[config.mk]
export PLATFORM = sky130hd
export DESIGN_NAME = can_multichannel_message_deframer_flat
export DESIGN_NICKNAME = d
export VERILOG_FILES = /design/src/hw/rtl/cmmd_pkg.sv /design/src/hw/rtl/cmmd_in_if.sv /design/src/hw/rtl/cmmd_out_if.sv /design/src/hw/rtl/can_multichannel_message_deframer.sv /design/src/flat_wrapper.sv
export SDC_FILE = /design/constraint.sdc
export NUM_CORES = 1
export LEC_CHECK = 0
export BUFFER_PORTS_ARGS = -buffer_cell sky130_fd_sc_hd__buf_2
export CAP_MARGIN = 30
export CORE_MARGIN = 2
export CORE_UTILIZATION = 40
export DETAILED_ROUTE_END_ITERATION = 8
export MAX_ROUTING_LAYER = met4
export PLACE_DENSITY = 0.61
export SYNTH_ARGS = -nofsm -noshare
export SYNTH_HDL_FRONTEND = slang
export SYNTH_SLANG_ARGS = --single-unit
[constraint.sdc]
create_clock -name clk_i -period 11.4 [get_ports clk_i]
set_input_delay 2.28 -clock clk_i [delete_from_list [all_inputs] [get_ports clk_i]]
set_output_delay 2.28 -clock clk_i [all_outputs]
set_load 0.02 [all_outputs]
[src/hw/rtl/cmmd_pkg.sv]
// ----------------------------------------------------------------------------
// cmmd_pkg
// Shared constants and types of the multichannel CAN message deframer.
// ----------------------------------------------------------------------------
package cmmd_pkg;

  localparam int unsigned CHANNELS   = 3;
  localparam int unsigned BODY_BYTES = 128;
  localparam int unsigned CH_IDX_W   = (CHANNELS > 1) ? $clog2(CHANNELS) : 1;
  localparam int unsigned BODY_W     = $clog2(BODY_BYTES + 1);
  localparam int unsigned HDR_LEN    = 4;

  localparam int unsigned OQ_DEPTH = 4;
  localparam int unsigned OQ_PTR_W = $clog2(OQ_DEPTH);
  localparam int unsigned OQ_CNT_W = $clog2(OQ_DEPTH + 1);

  localparam logic [10:0] ID_CH0 = 11'h090;
  localparam logic [10:0] ID_CH1 = 11'h108;
  localparam logic [10:0] ID_CH2 = 11'h7F8;

  localparam logic [7:0] HDR_A = 8'h55;
  localparam logic [7:0] HDR_B = 8'hAA;
  localparam logic [7:0] FTR_A = 8'h66;
  localparam logic [7:0] FTR_B = 8'hCC;

  localparam logic [6:0] MAX_FRAME_RESET = 7'd8;

  // framer phases
  localparam logic [3:0] PH_SYNC1   = 4'd1;
  localparam logic [3:0] PH_SYNC3   = 4'd3;
  localparam logic [3:0] PH_ID_LO   = 4'd4;
  localparam logic [3:0] PH_ID_HI   = 4'd5;
  localparam logic [3:0] PH_LEN_LO  = 4'd6;
  localparam logic [3:0] PH_LEN_HI  = 4'd7;
  localparam logic [3:0] PH_PAYLOAD = 4'd8;
  localparam logic [3:0] PH_FTR0    = 4'd9;
  localparam logic [3:0] PH_FTR1    = 4'd10;
  localparam logic [3:0] PH_FTR3    = 4'd12;
  localparam logic [3:0] PH_DONE    = 4'd13;

  // footer watcher phases
  localparam logic [2:0] WATCH_A1   = 3'd1;
  localparam logic [2:0] WATCH_B1   = 3'd3;
  localparam logic [2:0] WATCH_DONE = 3'd4;

  typedef enum logic [1:0] {
    KIND_PAYLOAD = 2'd0,
    KIND_DONE    = 2'd1,
    KIND_DROP    = 2'd2,
    KIND_ERROR   = 2'd3
  } kind_e;

  typedef struct packed {
    logic [3:0]        phase;
    logic [2:0]        watch;
    logic [BODY_W-1:0] body;
    logic [15:0]       ident;
    logic [15:0]       length;
  } chan_state_t;

  typedef struct packed {
    kind_e       kind;
    logic [1:0]  channel;
    logic [7:0]  value;
    logic [6:0]  offset;
    logic [15:0] ident;
    logic [15:0] length;
    logic [15:0] err_total;
    logic        is_last;
  } result_t;

endpackage

[src/hw/rtl/cmmd_in_if.sv]
// ----------------------------------------------------------------------------
// cmmd_in_if
// Byte channel into the deframer: one CAN data byte and its frame attributes.
// ----------------------------------------------------------------------------
interface cmmd_in_if;
  logic        valid;
  logic        ready;
  logic [10:0] frame_ident;
  logic        error_frame;
  logic        extended_format;
  logic        remote_request;
  logic [5:0]  byte_position;
  logic [7:0]  data_byte;

  modport source (
    output valid, frame_ident, error_frame, extended_format, remote_request,
           byte_position, data_byte,
    input  ready
  );
  modport sink (
    input  valid, frame_ident, error_frame, extended_format, remote_request,
           byte_position, data_byte,
    output ready
  );
endinterface

[src/hw/rtl/cmmd_out_if.sv]
// ----------------------------------------------------------------------------
// cmmd_out_if
// Result channel out of the deframer: payload, done, drop and error beats.
// ----------------------------------------------------------------------------
interface cmmd_out_if;
  logic        valid;
  logic        ready;
  logic [1:0]  kind;
  logic [1:0]  channel;
  logic [7:0]  payload_value;
  logic [6:0]  payload_offset;
  logic [15:0] message_ident;
  logic [15:0] message_length;
  logic [15:0] error_total;
  logic        is_last;

  modport source (
    output valid, kind, channel, payload_value, payload_offset, message_ident,
           message_length, error_total, is_last,
    input  ready
  );
  modport sink (
    input  valid, kind, channel, payload_value, payload_offset, message_ident,
           message_length, error_total, is_last,
    output ready
  );
endinterface

[src/hw/rtl/can_multichannel_message_deframer.sv]
// Results: an accepted byte is registered in stage 1, then its result beats
// enter the result queue that drives the output; a second follows the first.
// Throughput: one byte per cycle while the four-entry result queue has room;
// the output drains one beat per cycle, so two-result bytes are held back.
// Reset: channel state reads as zero until a channel entry is first written
// (per-entry valid bits); error count zero; frame cap back to 8.
// ----------------------------------------------------------------------------
// can_multichannel_message_deframer
// Per-channel message framer over a channel state memory with write-back
// forwarding, footer watcher, saturating error count and a result queue.
// ----------------------------------------------------------------------------
module can_multichannel_message_deframer import cmmd_pkg::*; (
  input  logic        clk_i,
  input  logic        rst_ni,
  input  logic        cfg_we_i,
  input  logic [6:0]  cfg_wdata_i,
  cmmd_in_if.sink     cmd_i,
  cmmd_out_if.source  res_o
);

  logic [6:0] max_q;

  // stage 0 decode
  logic [1:0]          ch_num;
  logic                id_hit;
  logic                in_use;
  logic                in_acc;
  logic [CH_IDX_W-1:0] rd_idx;

  // stage 1
  logic                s1_valid_q, s1_err_q, s1_use_q;
  logic [CH_IDX_W-1:0] s1_ch_q;
  logic [7:0]          s1_byte_q;
  logic                fwd_q, rdv_q;
  chan_state_t         rd_q, wb_q;
  logic                s1_adv;

  chan_state_t         mem_q [CHANNELS];
  logic [CHANNELS-1:0] valid_q;
  logic                mem_we;
  logic [CH_IDX_W-1:0] wr_idx;

  chan_state_t st, st_d;
  logic        active, restart_f, drop_f, emit_p, done_f, fin, drop_r;
  logic [2:0]  fw_base;
  logic [BODY_W-1:0] body_n;
  logic [16:0] len_lim;

  logic [15:0] err_q, err_d;
  result_t     r0, r1, pay_r, done_r, drop_r_t;
  logic [1:0]  n_res;

  // result queue
  result_t             oq_q [OQ_DEPTH];
  logic [OQ_PTR_W-1:0] wp_q, rp_q;
  logic [OQ_CNT_W-1:0] cnt_q, cnt_pop;
  logic                pop;

  always_comb begin
    ch_num = 2'd0;
    id_hit = 1'b1;
    case (cmd_i.frame_ident)
      ID_CH0:  ch_num = 2'd0;
      ID_CH1:  ch_num = 2'd1;
      ID_CH2:  ch_num = 2'd2;
      default: id_hit = 1'b0;
    endcase
  end

  assign in_use = !cmd_i.error_frame && !cmd_i.extended_format && !cmd_i.remote_request &&
                  id_hit && (int'(ch_num) < CHANNELS) && ({1'b0, cmd_i.byte_position} < max_q);
  assign rd_idx = ch_num[CH_IDX_W-1:0];
  assign in_acc = cmd_i.valid && cmd_i.ready;

  assign pop     = res_o.valid && res_o.ready;
  assign cnt_pop = cnt_q - OQ_CNT_W'(pop);
  assign s1_adv  = s1_valid_q && ((cnt_pop + OQ_CNT_W'(n_res)) <= OQ_CNT_W'(OQ_DEPTH));
  assign cmd_i.ready = !s1_valid_q || s1_adv;

  assign mem_we = s1_adv && s1_use_q;
  assign wr_idx = s1_ch_q;

  always_ff @(posedge clk_i or negedge rst_ni) begin
    if (!rst_ni) begin
      max_q <= MAX_FRAME_RESET;
    end else if (cfg_we_i) begin
      max_q <= cfg_wdata_i;
    end
  end

  always_ff @(posedge clk_i or negedge rst_ni) begin
    if (!rst_ni) begin
      s1_valid_q <= 1'b0;
      valid_q    <= '0;
      err_q      <= '0;
      fwd_q      <= 1'b0;
    end else begin
      if (in_acc) begin
        s1_valid_q <= 1'b1;
        fwd_q      <= mem_we && (wr_idx == rd_idx);
      end else if (s1_adv) begin
        s1_valid_q <= 1'b0;
      end
      if (mem_we) begin
        valid_q[wr_idx] <= 1'b1;
      end
      if (s1_adv) begin
        err_q <= err_d;
      end
    end
  end

  always_ff @(posedge clk_i) begin
    if (mem_we) begin
      mem_q[wr_idx] <= st_d;
      wb_q          <= st_d;
    end
    if (in_acc) begin
      s1_err_q  <= cmd_i.error_frame;
      s1_use_q  <= in_use;
      s1_ch_q   <= rd_idx;
      s1_byte_q <= cmd_i.data_byte;
      if (in_use) begin
        rd_q  <= mem_q[rd_idx];
        rdv_q <= valid_q[rd_idx];
      end
    end
  end

  assign st      = fwd_q ? wb_q : (rdv_q ? rd_q : '0);
  assign active  = (st.phase >= PH_ID_LO) && (st.phase <= PH_FTR3);
  assign len_lim = {1'b0, st.length} + 17'(HDR_LEN);
  assign body_n  = (st.body < BODY_W'(BODY_BYTES)) ? st.body + 1'b1 : st.body;

  always_comb begin
    st_d      = st;
    restart_f = 1'b0;
    drop_f    = 1'b0;
    emit_p    = 1'b0;
    if (st.phase <= PH_SYNC1) begin
      if (s1_byte_q == HDR_A) st_d.phase = st.phase + 1'b1;
      else restart_f = 1'b1;
    end else if (st.phase <= PH_SYNC3) begin
      if (s1_byte_q == HDR_B) begin
        st_d.phase = st.phase + 1'b1;
        st_d.body  = '0;
      end else begin
        restart_f = 1'b1;
      end
    end else if (st.phase <= PH_LEN_HI) begin
      case (st.phase)
        PH_ID_LO:  st_d.ident[7:0]   = s1_byte_q;
        PH_ID_HI:  st_d.ident[15:8]  = s1_byte_q;
        PH_LEN_LO: st_d.length[7:0]  = s1_byte_q;
        default:   st_d.length[15:8] = s1_byte_q;
      endcase
      st_d.body  = BODY_W'(st.phase - 4'd3);
      st_d.phase = st.phase + 1'b1;
    end else if (st.phase == PH_PAYLOAD) begin
      if (st.length > 16'(BODY_BYTES - HDR_LEN)) begin
        restart_f = 1'b1;
        drop_f    = 1'b1;
      end else begin
        emit_p    = 1'b1;
        st_d.body = body_n;
        if (17'(body_n) >= len_lim) st_d.phase = PH_FTR0;
      end
    end else if (st.phase <= PH_FTR1) begin
      if (s1_byte_q == FTR_A) st_d.phase = st.phase + 1'b1;
      else begin
        restart_f = 1'b1;
        drop_f    = 1'b1;
      end
    end else if (st.phase <= PH_FTR3) begin
      if (s1_byte_q == FTR_B) st_d.phase = st.phase + 1'b1;
      else begin
        restart_f = 1'b1;
        drop_f    = 1'b1;
      end
    end else begin
      restart_f = 1'b1;
    end

    if (restart_f) begin
      st_d.phase  = '0;
      st_d.ident  = '0;
      st_d.length = '0;
    end
    fw_base = restart_f ? 3'd0 : st.watch;
    if (fw_base <= WATCH_A1) begin
      st_d.watch = (s1_byte_q == FTR_A) ? fw_base + 1'b1 : 3'd0;
    end else if (fw_base <= WATCH_B1) begin
      st_d.watch = (s1_byte_q == FTR_B) ? fw_base + 1'b1 : 3'd0;
    end else begin
      st_d.watch = 3'd0;
    end

    fin    = (st_d.phase == PH_DONE) || (st_d.watch == WATCH_DONE);
    done_f = (st_d.phase == PH_DONE) && (st_d.watch == WATCH_DONE);
    if (fin && !done_f && active) drop_f = 1'b1;
    if (fin) begin
      st_d.phase  = '0;
      st_d.watch  = '0;
      st_d.ident  = '0;
      st_d.length = '0;
    end
    drop_r = drop_f && active;
  end

  assign err_d = (s1_err_q && (err_q != 16'hFFFF)) ? err_q + 1'b1 : err_q;

  always_comb begin
    pay_r           = '0;
    pay_r.kind      = KIND_PAYLOAD;
    pay_r.channel   = 2'(s1_ch_q);
    pay_r.value     = s1_byte_q;
    pay_r.offset    = st.body[6:0];
    pay_r.ident     = st.ident;
    pay_r.length    = st.length;
    pay_r.err_total = err_d;

    done_r          = pay_r;
    done_r.kind     = KIND_DONE;
    done_r.value    = '0;
    done_r.offset   = '0;

    drop_r_t        = done_r;
    drop_r_t.kind   = KIND_DROP;

    r0    = '0;
    r1    = drop_r_t;
    n_res = 2'd0;
    if (s1_err_q) begin
      r0.kind      = KIND_ERROR;
      r0.err_total = err_d;
      n_res        = 2'd1;
    end else if (s1_use_q) begin
      if (emit_p) r0 = pay_r;
      else if (done_f) r0 = done_r;
      else r0 = drop_r_t;
      n_res = 2'(emit_p) + 2'(done_f) + 2'(drop_r);
    end
    r0.is_last = (n_res == 2'd1);
    r1.is_last = 1'b1;
  end

  always_ff @(posedge clk_i or negedge rst_ni) begin
    if (!rst_ni) begin
      wp_q  <= '0;
      rp_q  <= '0;
      cnt_q <= '0;
    end else begin
      if (pop) rp_q <= rp_q + 1'b1;
      if (s1_adv) begin
        wp_q  <= wp_q + OQ_PTR_W'(n_res);
        cnt_q <= cnt_pop + OQ_CNT_W'(n_res);
      end else begin
        cnt_q <= cnt_pop;
      end
    end
  end

  always_ff @(posedge clk_i) begin
    if (s1_adv && (n_res != 2'd0)) oq_q[wp_q] <= r0;
    if (s1_adv && (n_res == 2'd2)) oq_q[wp_q + 1'b1] <= r1;
  end

  assign res_o.valid          = (cnt_q != '0);
  assign res_o.kind           = oq_q[rp_q].kind;
  assign res_o.channel        = oq_q[rp_q].channel;
  assign res_o.payload_value  = oq_q[rp_q].value;
  assign res_o.payload_offset = oq_q[rp_q].offset;
  assign res_o.message_ident  = oq_q[rp_q].ident;
  assign res_o.message_length = oq_q[rp_q].length;
  assign res_o.error_total    = oq_q[rp_q].err_total;
  assign res_o.is_last        = oq_q[rp_q].is_last;

endmodule

[src/flat_wrapper.sv]
// flat-port wrapper written by rule: the top's interface ports become plain ports
module can_multichannel_message_deframer_flat import cmmd_pkg::*;
  (clk_i, rst_ni, cfg_we_i, cfg_wdata_i, cmd_i_valid, cmd_i_frame_ident, cmd_i_error_frame, cmd_i_extended_format, cmd_i_remote_request, cmd_i_byte_position, cmd_i_data_byte, cmd_i_ready, res_o_valid, res_o_kind, res_o_channel, res_o_payload_value, res_o_payload_offset, res_o_message_ident, res_o_message_length, res_o_error_total, res_o_is_last, res_o_ready);
  cmmd_in_if cmd_i_i ();
  cmmd_out_if res_o_i ();
  input  logic clk_i;
  input  logic rst_ni;
  input  logic cfg_we_i;
  input  logic [6:0] cfg_wdata_i;
  input wire logic [$bits(cmd_i_i.valid)-1:0] cmd_i_valid;
  input wire logic [$bits(cmd_i_i.frame_ident)-1:0] cmd_i_frame_ident;
  input wire logic [$bits(cmd_i_i.error_frame)-1:0] cmd_i_error_frame;
  input wire logic [$bits(cmd_i_i.extended_format)-1:0] cmd_i_extended_format;
  input wire logic [$bits(cmd_i_i.remote_request)-1:0] cmd_i_remote_request;
  input wire logic [$bits(cmd_i_i.byte_position)-1:0] cmd_i_byte_position;
  input wire logic [$bits(cmd_i_i.data_byte)-1:0] cmd_i_data_byte;
  output wire logic [$bits(cmd_i_i.ready)-1:0] cmd_i_ready;
  output wire logic [$bits(res_o_i.valid)-1:0] res_o_valid;
  output wire logic [$bits(res_o_i.kind)-1:0] res_o_kind;
  output wire logic [$bits(res_o_i.channel)-1:0] res_o_channel;
  output wire logic [$bits(res_o_i.payload_value)-1:0] res_o_payload_value;
  output wire logic [$bits(res_o_i.payload_offset)-1:0] res_o_payload_offset;
  output wire logic [$bits(res_o_i.message_ident)-1:0] res_o_message_ident;
  output wire logic [$bits(res_o_i.message_length)-1:0] res_o_message_length;
  output wire logic [$bits(res_o_i.error_total)-1:0] res_o_error_total;
  output wire logic [$bits(res_o_i.is_last)-1:0] res_o_is_last;
  input wire logic [$bits(res_o_i.ready)-1:0] res_o_ready;
  assign cmd_i_i.valid = cmd_i_valid;
  assign cmd_i_i.frame_ident = cmd_i_frame_ident;
  assign cmd_i_i.error_frame = cmd_i_error_frame;
  assign cmd_i_i.extended_format = cmd_i_extended_format;
  assign cmd_i_i.remote_request = cmd_i_remote_request;
  assign cmd_i_i.byte_position = cmd_i_byte_position;
  assign cmd_i_i.data_byte = cmd_i_data_byte;
  assign cmd_i_ready = cmd_i_i.ready;
  assign res_o_valid = res_o_i.valid;
  assign res_o_kind = res_o_i.kind;
  assign res_o_channel = res_o_i.channel;
  assign res_o_payload_value = res_o_i.payload_value;
  assign res_o_payload_offset = res_o_i.payload_offset;
  assign res_o_message_ident = res_o_i.message_ident;
  assign res_o_message_length = res_o_i.message_length;
  assign res_o_error_total = res_o_i.error_total;
  assign res_o_is_last = res_o_i.is_last;
  assign res_o_i.ready = res_o_ready;
  can_multichannel_message_deframer u_core (.clk_i(clk_i), .rst_ni(rst_ni), .cfg_we_i(cfg_we_i), .cfg_wdata_i(cfg_wdata_i), .cmd_i(cmd_i_i), .res_o(res_o_i));
endmodule
Word level (Yosys, flattened, before mapping)
Memory sizes are Yosys's and may differ from the RTL's. A register that Yosys moved wholly into a read port is not among the register bits. Cells that the tools add are included.

Add/sub/neg operators: 13. $lt $le $gt $ge: 17. Equality and inequality tests: 17. Mux-type cells: 83. Bitwise gates (word level): 1. Reduce and logical (&&, ||, !) cells: 32.

Operators with widths (count): 68-bit 2-to-1 mux (3); 32-bit 2-to-1 mux (4); 47-bit 2-to-1 mux (2); 8-bit 2-to-1 mux (10); 4-bit 2-to-1 mux (13); 49-bit 2-to-1 mux (1); 40-bit 2-to-1 mux (1); 1-bit 2-to-1 mux (34); 16-bit 2-to-1 mux (2); 1-bit logical AND (19); 3-bit 2-to-1 mux (6); 16-bit by 3-bit adder with 17-bit output (second input constant) (1); 8-bit by 17-bit greater-or-equal comparator with 1-bit output (1); 16-bit by 1-bit adder with 16-bit output (second input constant) (1); 8-bit by 7-bit == test with 1-bit output (second input constant) (2); 8-bit == test (second input constant) (2); 16-bit by 7-bit > comparator with 1-bit output (second input constant) (1); 16-bit != test (second input constant) (1); 4-bit by 3-bit == test with 1-bit output (second input constant) (3); 11-bit == test (second input constant) (1); 11-bit by 8-bit == test with 1-bit output (second input constant) (1); 11-bit by 9-bit == test with 1-bit output (second input constant) (1); 8-bit by 1-bit adder with 8-bit output (second input constant) (1); 4-bit == test (second input constant) (2); 38 further kinds (50).

Flip-flop bits (word level): 95. RAM bits: 413. Bits of input ports: 40. Output and inout bits: 70. Logic and storage cells: 183. Memories kept: 2.

Memory list: u_core.oq_q (depth 4, width 68, rd ports 1, clocked after Yosys merged registers in 0, wr ports 2, line can_multichannel_message_deframer.sv:54) `result_t oq_q [OQ_DEPTH];`; u_core.mem_q (depth 3, width 47, rd ports 1, clocked after Yosys merged registers in 1, wr ports 1, line can_multichannel_message_deframer.sv:38) `chan_state_t mem_q [CHANNELS];`.

Logic depth before layout (Yosys ltp)
Word-level depth: 30. Mapped depth: 35.

Worst setup path before layout
OpenSTA, ideal clock, no wires.

Path kind: flip-flop to flip-flop. Start: register u_core.fwd_q. End: memory u_core.mem_q[2][0] (netlist bit), enable pin. Data arrival time: 9.789 ns. Data required time: 10.879 ns. Setup slack: 1.090 ns. Cell stages (with the launch flop): 34. Buffers on the path: 5. Period minus slack after synthesis: 10.310 ns. Cell sequence: dfrtp_1 > buf_6 > buf_2 > buf_2 > buf_2 > a22oi_1 > inv_1 > ha_1 > o2111ai_1 > a31oi_2 > o21a_1 > or3_4 > inv_1 > ha_1 > ha_1 > a21oi_1 > nor2_1 > nand4_1 > a2111oi_2 > ha_1 > a21oi_1 > nor3_1 > fa_1 > a21oi_1 > inv_1 > ha_1 > inv_1 > fa_1 > nor2b_1 > nor2_1 > nor2b_1 > clkbuf_1 > nand2_1 > nor3b_1.

Cells in the longest elaborated chain, start to end: 29.

RTL lines: start: declaration (line can_multichannel_message_deframer.sv:34) `logic fwd_q, rdv_q;`; start signal: assignment (line can_multichannel_message_deframer.sv:100) `fwd_q <= mem_we && (wr_idx == rd_idx);`; 47-bit 2-to-1 mux * (line can_multichannel_message_deframer.sv:130) `assign st = fwd_q ? wb_q : (rdv_q ? rd_q : '0);`; parallel branches: the longest is 19 deep, another holds 16-bit by 3-bit adder with 17-bit output; 2-bit by 1-bit adder with 2-bit output * (line can_multichannel_message_deframer.sv:241) `n_res = 2'(emit_p) + 2'(done_f) + 2'(drop_r);`; 2-bit 2-to-1 mux * (line can_multichannel_message_deframer.sv:237) `end else if (s1_use_q) begin`; 2-bit 2-to-1 mux * (line can_multichannel_message_deframer.sv:233) `if (s1_err_q) begin`; 3-bit by 2-bit adder with 3-bit output * (line can_multichannel_message_deframer.sv:77) `assign s1_adv = s1_valid_q && ((cnt_pop + OQ_CNT_W'(n_res)) <= OQ_CNT_W'(OQ_DEPTH));`; 3-bit <= comparator * (line can_multichannel_message_deframer.sv:77); 1-bit logical AND * (line can_multichannel_message_deframer.sv:77); 1-bit logical AND * (line can_multichannel_message_deframer.sv:80) `assign mem_we = s1_adv && s1_use_q;`; 1-bit 2-to-1 mux * (line can_multichannel_message_deframer.sv:114) `if (mem_we) begin`; 1-bit 2-to-1 mux (not written as such) * (line can_multichannel_message_deframer.sv:115) `mem_q[wr_idx] <= st_d;`; end: declaration (line can_multichannel_message_deframer.sv:38).

Every way passes the cells marked *.

Final worst setup path
Start: register u_core.fwd_q. End: output cmd_i_ready.

Cells in the longest elaborated chain, start to end: 27.

RTL lines: 47-bit 2-to-1 mux * (line can_multichannel_message_deframer.sv:130); parallel branches: the longest is 19 deep, another holds 16-bit by 3-bit adder with 17-bit output; 2-bit by 1-bit adder with 2-bit output * (line can_multichannel_message_deframer.sv:241); 2-bit 2-to-1 mux * (line can_multichannel_message_deframer.sv:237); 2-bit 2-to-1 mux * (line can_multichannel_message_deframer.sv:233); 3-bit by 2-bit adder with 3-bit output * (line can_multichannel_message_deframer.sv:77); 3-bit <= comparator * (line can_multichannel_message_deframer.sv:77); 1-bit logical AND * (line can_multichannel_message_deframer.sv:77); 1-bit logical OR * (line can_multichannel_message_deframer.sv:78) `assign cmd_i.ready = !s1_valid_q || s1_adv;`; end: declaration (line flat_wrapper.sv:17) `output wire logic [$bits(cmd_i_i.ready)-1:0] cmd_i_ready;`.

Marked as above.

==> results.toml <==
[timing]
fin_ws_ns = 0.968
maxSlewViolCount = 0
fmax_mhz = 95.9
finalHoldViolations = 0
finalSetupViolCount = 0
tns_ns = 0
fin_crit_sh_pct = 91.5
clock_skew_ns = 0.0248
finalCriticalPeriod_ns = 10.43
rsz0062_at_grt = "false"
slew_headroom_pct = 28.6
worstMarginPinSlew_ns = 1.07
hold_ws_ns = 0.463

[yosys]
synth_area_sq_mm = 0.0239
synth_area_per_cell_sq_um = 13.8
ys_types = 87
syn_inst = 1733
synth_edf_count = 448
netlist_top_cells_count = "448 x edfxtp_1, 286 x nor2_1, 110 x nand2_1"
ys_ff_latch = 555
synth_ff_type = "edfxtp_1"
syn_nets = 1804
yosys_warnings = 0
yosys.area.top_type_share_pct = 56.3
synth.most_common_cell = "edfxtp_1"
synth_area_leader_cell = "edfxtp_1"
async_reset_ff_share_pct = 6.31
ys_top_cells_by_area = "edfxtp_1 56%, mux4_2 6.4%, dfxtp_1 6.0%, nor2_1 4.5%, dfrtp_1 3.6%"
ys_seq_area_share_pct = 66.0

[placement]
place_ws_ns = 1.76
portBuffers = 109
routabilityCongestion = 0.868
dp.cells = 2539
dp_hpwl_mm = 37.8

[global_routing]
grt_max_degree = 99
grt_pass1_vias = 14800
grt_usage_pct = 19.7
gr-usage-met2_pct = 30.3
grt.busiest_layer = "met2"
overflow = 0
grt_pass1_wl_mm = 89.1
grtUsageMet3_pct = 3.51
antenna_found_initial = 1
grtUsageMet1_pct = 27.0

[routing]
drt-total-wl_mm = 58.8
via_per_inst = 5.57
drt-pass1-iter-count = 5
vias = 14800
postRouteAntennaNets = 0
initialDrtViolationCount = 1243
drc = 0
wl_per_cell_um = 22.2

[die]
die_h_um = 248
die_x_um = 248
core_area_sq_mm = 0.0590
io_pins = 110
dieArea_sq_mm = 0.0617
initial_core_util_pct = 40.5
core.rowCount = 89

[cells_and_area]
layout-drive-gt1-share_pct = 18.6
stdcell_count = 2650
syn2layout_area_growth_pct = 13.7
nets = 1899

[worst_setup_path]
r2r_slack_ns = 1.77
critPathKind = "flip-flop to primary output"
crit_top_cell = "ha_1"
cp-end-kind = "primary output"
critPathMaxStageDelay_ns = 0.71
startpoint_type = "flip-flop"
crit_path_top_delay_cell = "dfrtp_2"
cp.arrival_ns = 8.15
critical_path_required_ns = 9.12
critPathMaxFanout = 49

[power]
power-per-cell-area_mw_per_mm2 = 246
p_sw_share_pct = 34.0
p_comb_share_pct = 28.2
power_frac_seq_pct = 43.7
cellLeakagePower_nw = 9.63
intPower_w = 0.00441
peakVddDrop_mv = 0.165
p_switching_w = 0.00227
clockPowerShare_pct = 28.1

[cts]
cts_setup_buffers = 0
ctsResizeCount = 0
numCtsBuffers = 57
cts_tree = "yes"
postCtsHoldBufs = 0
path_clk_slew_ns = 0.06
cts_root_buf = "clkbuf_16"
cts_sinks = 555
cts_buffer_depth = 3
clk-insertion-delay-late_ns = 0.62
cts_htree_levels = 2

[run]
cap_violations = 0

[min_path]
min_path_type = "flip-flop to flip-flop"

[outcome]
outcome = "complete, no violations"
logic make-up after synthesis:
| group | after synthesis | synth area share (%) |
|---|---|---|
| compound gates | 310 | 9.43 |
| xor+xnor | 48 | 1.76 |
| fa+ha+maj | 31 | 1.69 |
| buf+inv | 138 | 2.56 |
| flops | 555 | 66.0 |
| mux | 121 | 8.65 |
| simple gates | 530 | 9.88 |
layout by cell type, fill, tap and decap left out, types with 31 or more instances in the layout:
cell type	count
mux2i_1	50
dfxtp_1	72
o21ai_0	71
mux4_2	68
nor2_1	282
a22o_1	55
clkbuf_16	58
nand2_1	110
a22oi_1	38
edfxtp_1	448
buf_2	109
dfrtp_1	31
registers in the layout, indices dropped and copies added (netlist names):
register / flops
u_core.cnt_q: 3
u_core.s1_valid_q: 1
u_core.s1_err_q: 1
u_core.s1_use_q: 1
u_core.valid_q: 3
u_core.mem_q: 141
u_core.max_q: 7
u_core.fwd_q: 1
u_core.wp_q: 2
u_core.s1_ch_q: 2
u_core.rp_q: 2
u_core.wb_q: 47
u_core.err_q: 16
u_core.rd_q: 47
u_core.oq_q: 272
u_core.rdv_q: 1
u_core.s1_byte_q: 8
worst max-delay path, delay by kind of cell, from the launching register on:
family	cells	cell delay, ns
AOI/OAI and AO/OA	7	1.73
adders and majority gates	7	1.93
buffers and inverters	6	1.23
DFF	1	0.71
and+or+nand+nor	8	1.91
metrics by stage:
step / utilization (%) / power (W) / instance area, sq um
4_1_cts: 45.9 / 0.00675 / 27100
2_1_floorplan: - / 0.00418 / 23900
5_1_grt: 46.0 / 0.00700 / 27200
6_report: 46.0 / 0.00669 / 27200
3_3_place_gp: 42.7 / 0.00483 / 25200
3_5_place_dp: 42.7 / 0.00486 / 25200
path summary, 6_finish.rpt:
kind,depth (start not counted),to,from
worst max-delay path,28,cmd_i_ready,u_core.fwd_q$_DFFE_PN0P_
worst min-delay path,1,u_core.valid_q[1]$_DFFE_PN0P_,u_core.valid_q[1]$_DFFE_PN0P_
worst max register to register,31,u_core.oq_q[1][36]$_DFFE_PP_,u_core.fwd_q$_DFFE_PN0P_
worst min register to register,1,u_core.valid_q[1]$_DFFE_PN0P_,u_core.valid_q[1]$_DFFE_PN0P_
max in group asynchronous,2,u_core.max_q[3]$_DFFE_PN1P_,rst_ni
min in group asynchronous,2,u_core.valid_q[1]$_DFFE_PN0P_,rst_ni
routing by layer:
layer,share of wire (%),vias up,wire (um)
li1,-,6726,-
met1,44,7447,25900
met2,47,493,27600
met3,6.5,106,3810
met4,2.4,0,1430
met5,0,-,0
cell type report:
class,instances,area [sq um]
Fill cell,5218,31900
Sequential cell,555,15800
Multi-Input combinational cell,1040,7560
Clock buffer,77,1580
Tap cell,773,967
Timing Repair Buffer,140,811
Clock inverter,30,325
Inverter,34,140
Antenna cell,1,2.50
power by group through the flow:
stage	sequential [W]	combinational, W	clock, W
2_1_floorplan	0.00282	0.00136	0
6_report	0.00293	0.00188	0.00188
3_5_place_dp	0.00296	0.00190	0
3_3_place_gp	0.00295	0.00189	0
5_1_grt	0.00296	0.00204	0.00199
4_1_cts	0.00292	0.00191	0.00192
No activity file was read; power rests on OpenSTA's default activity.
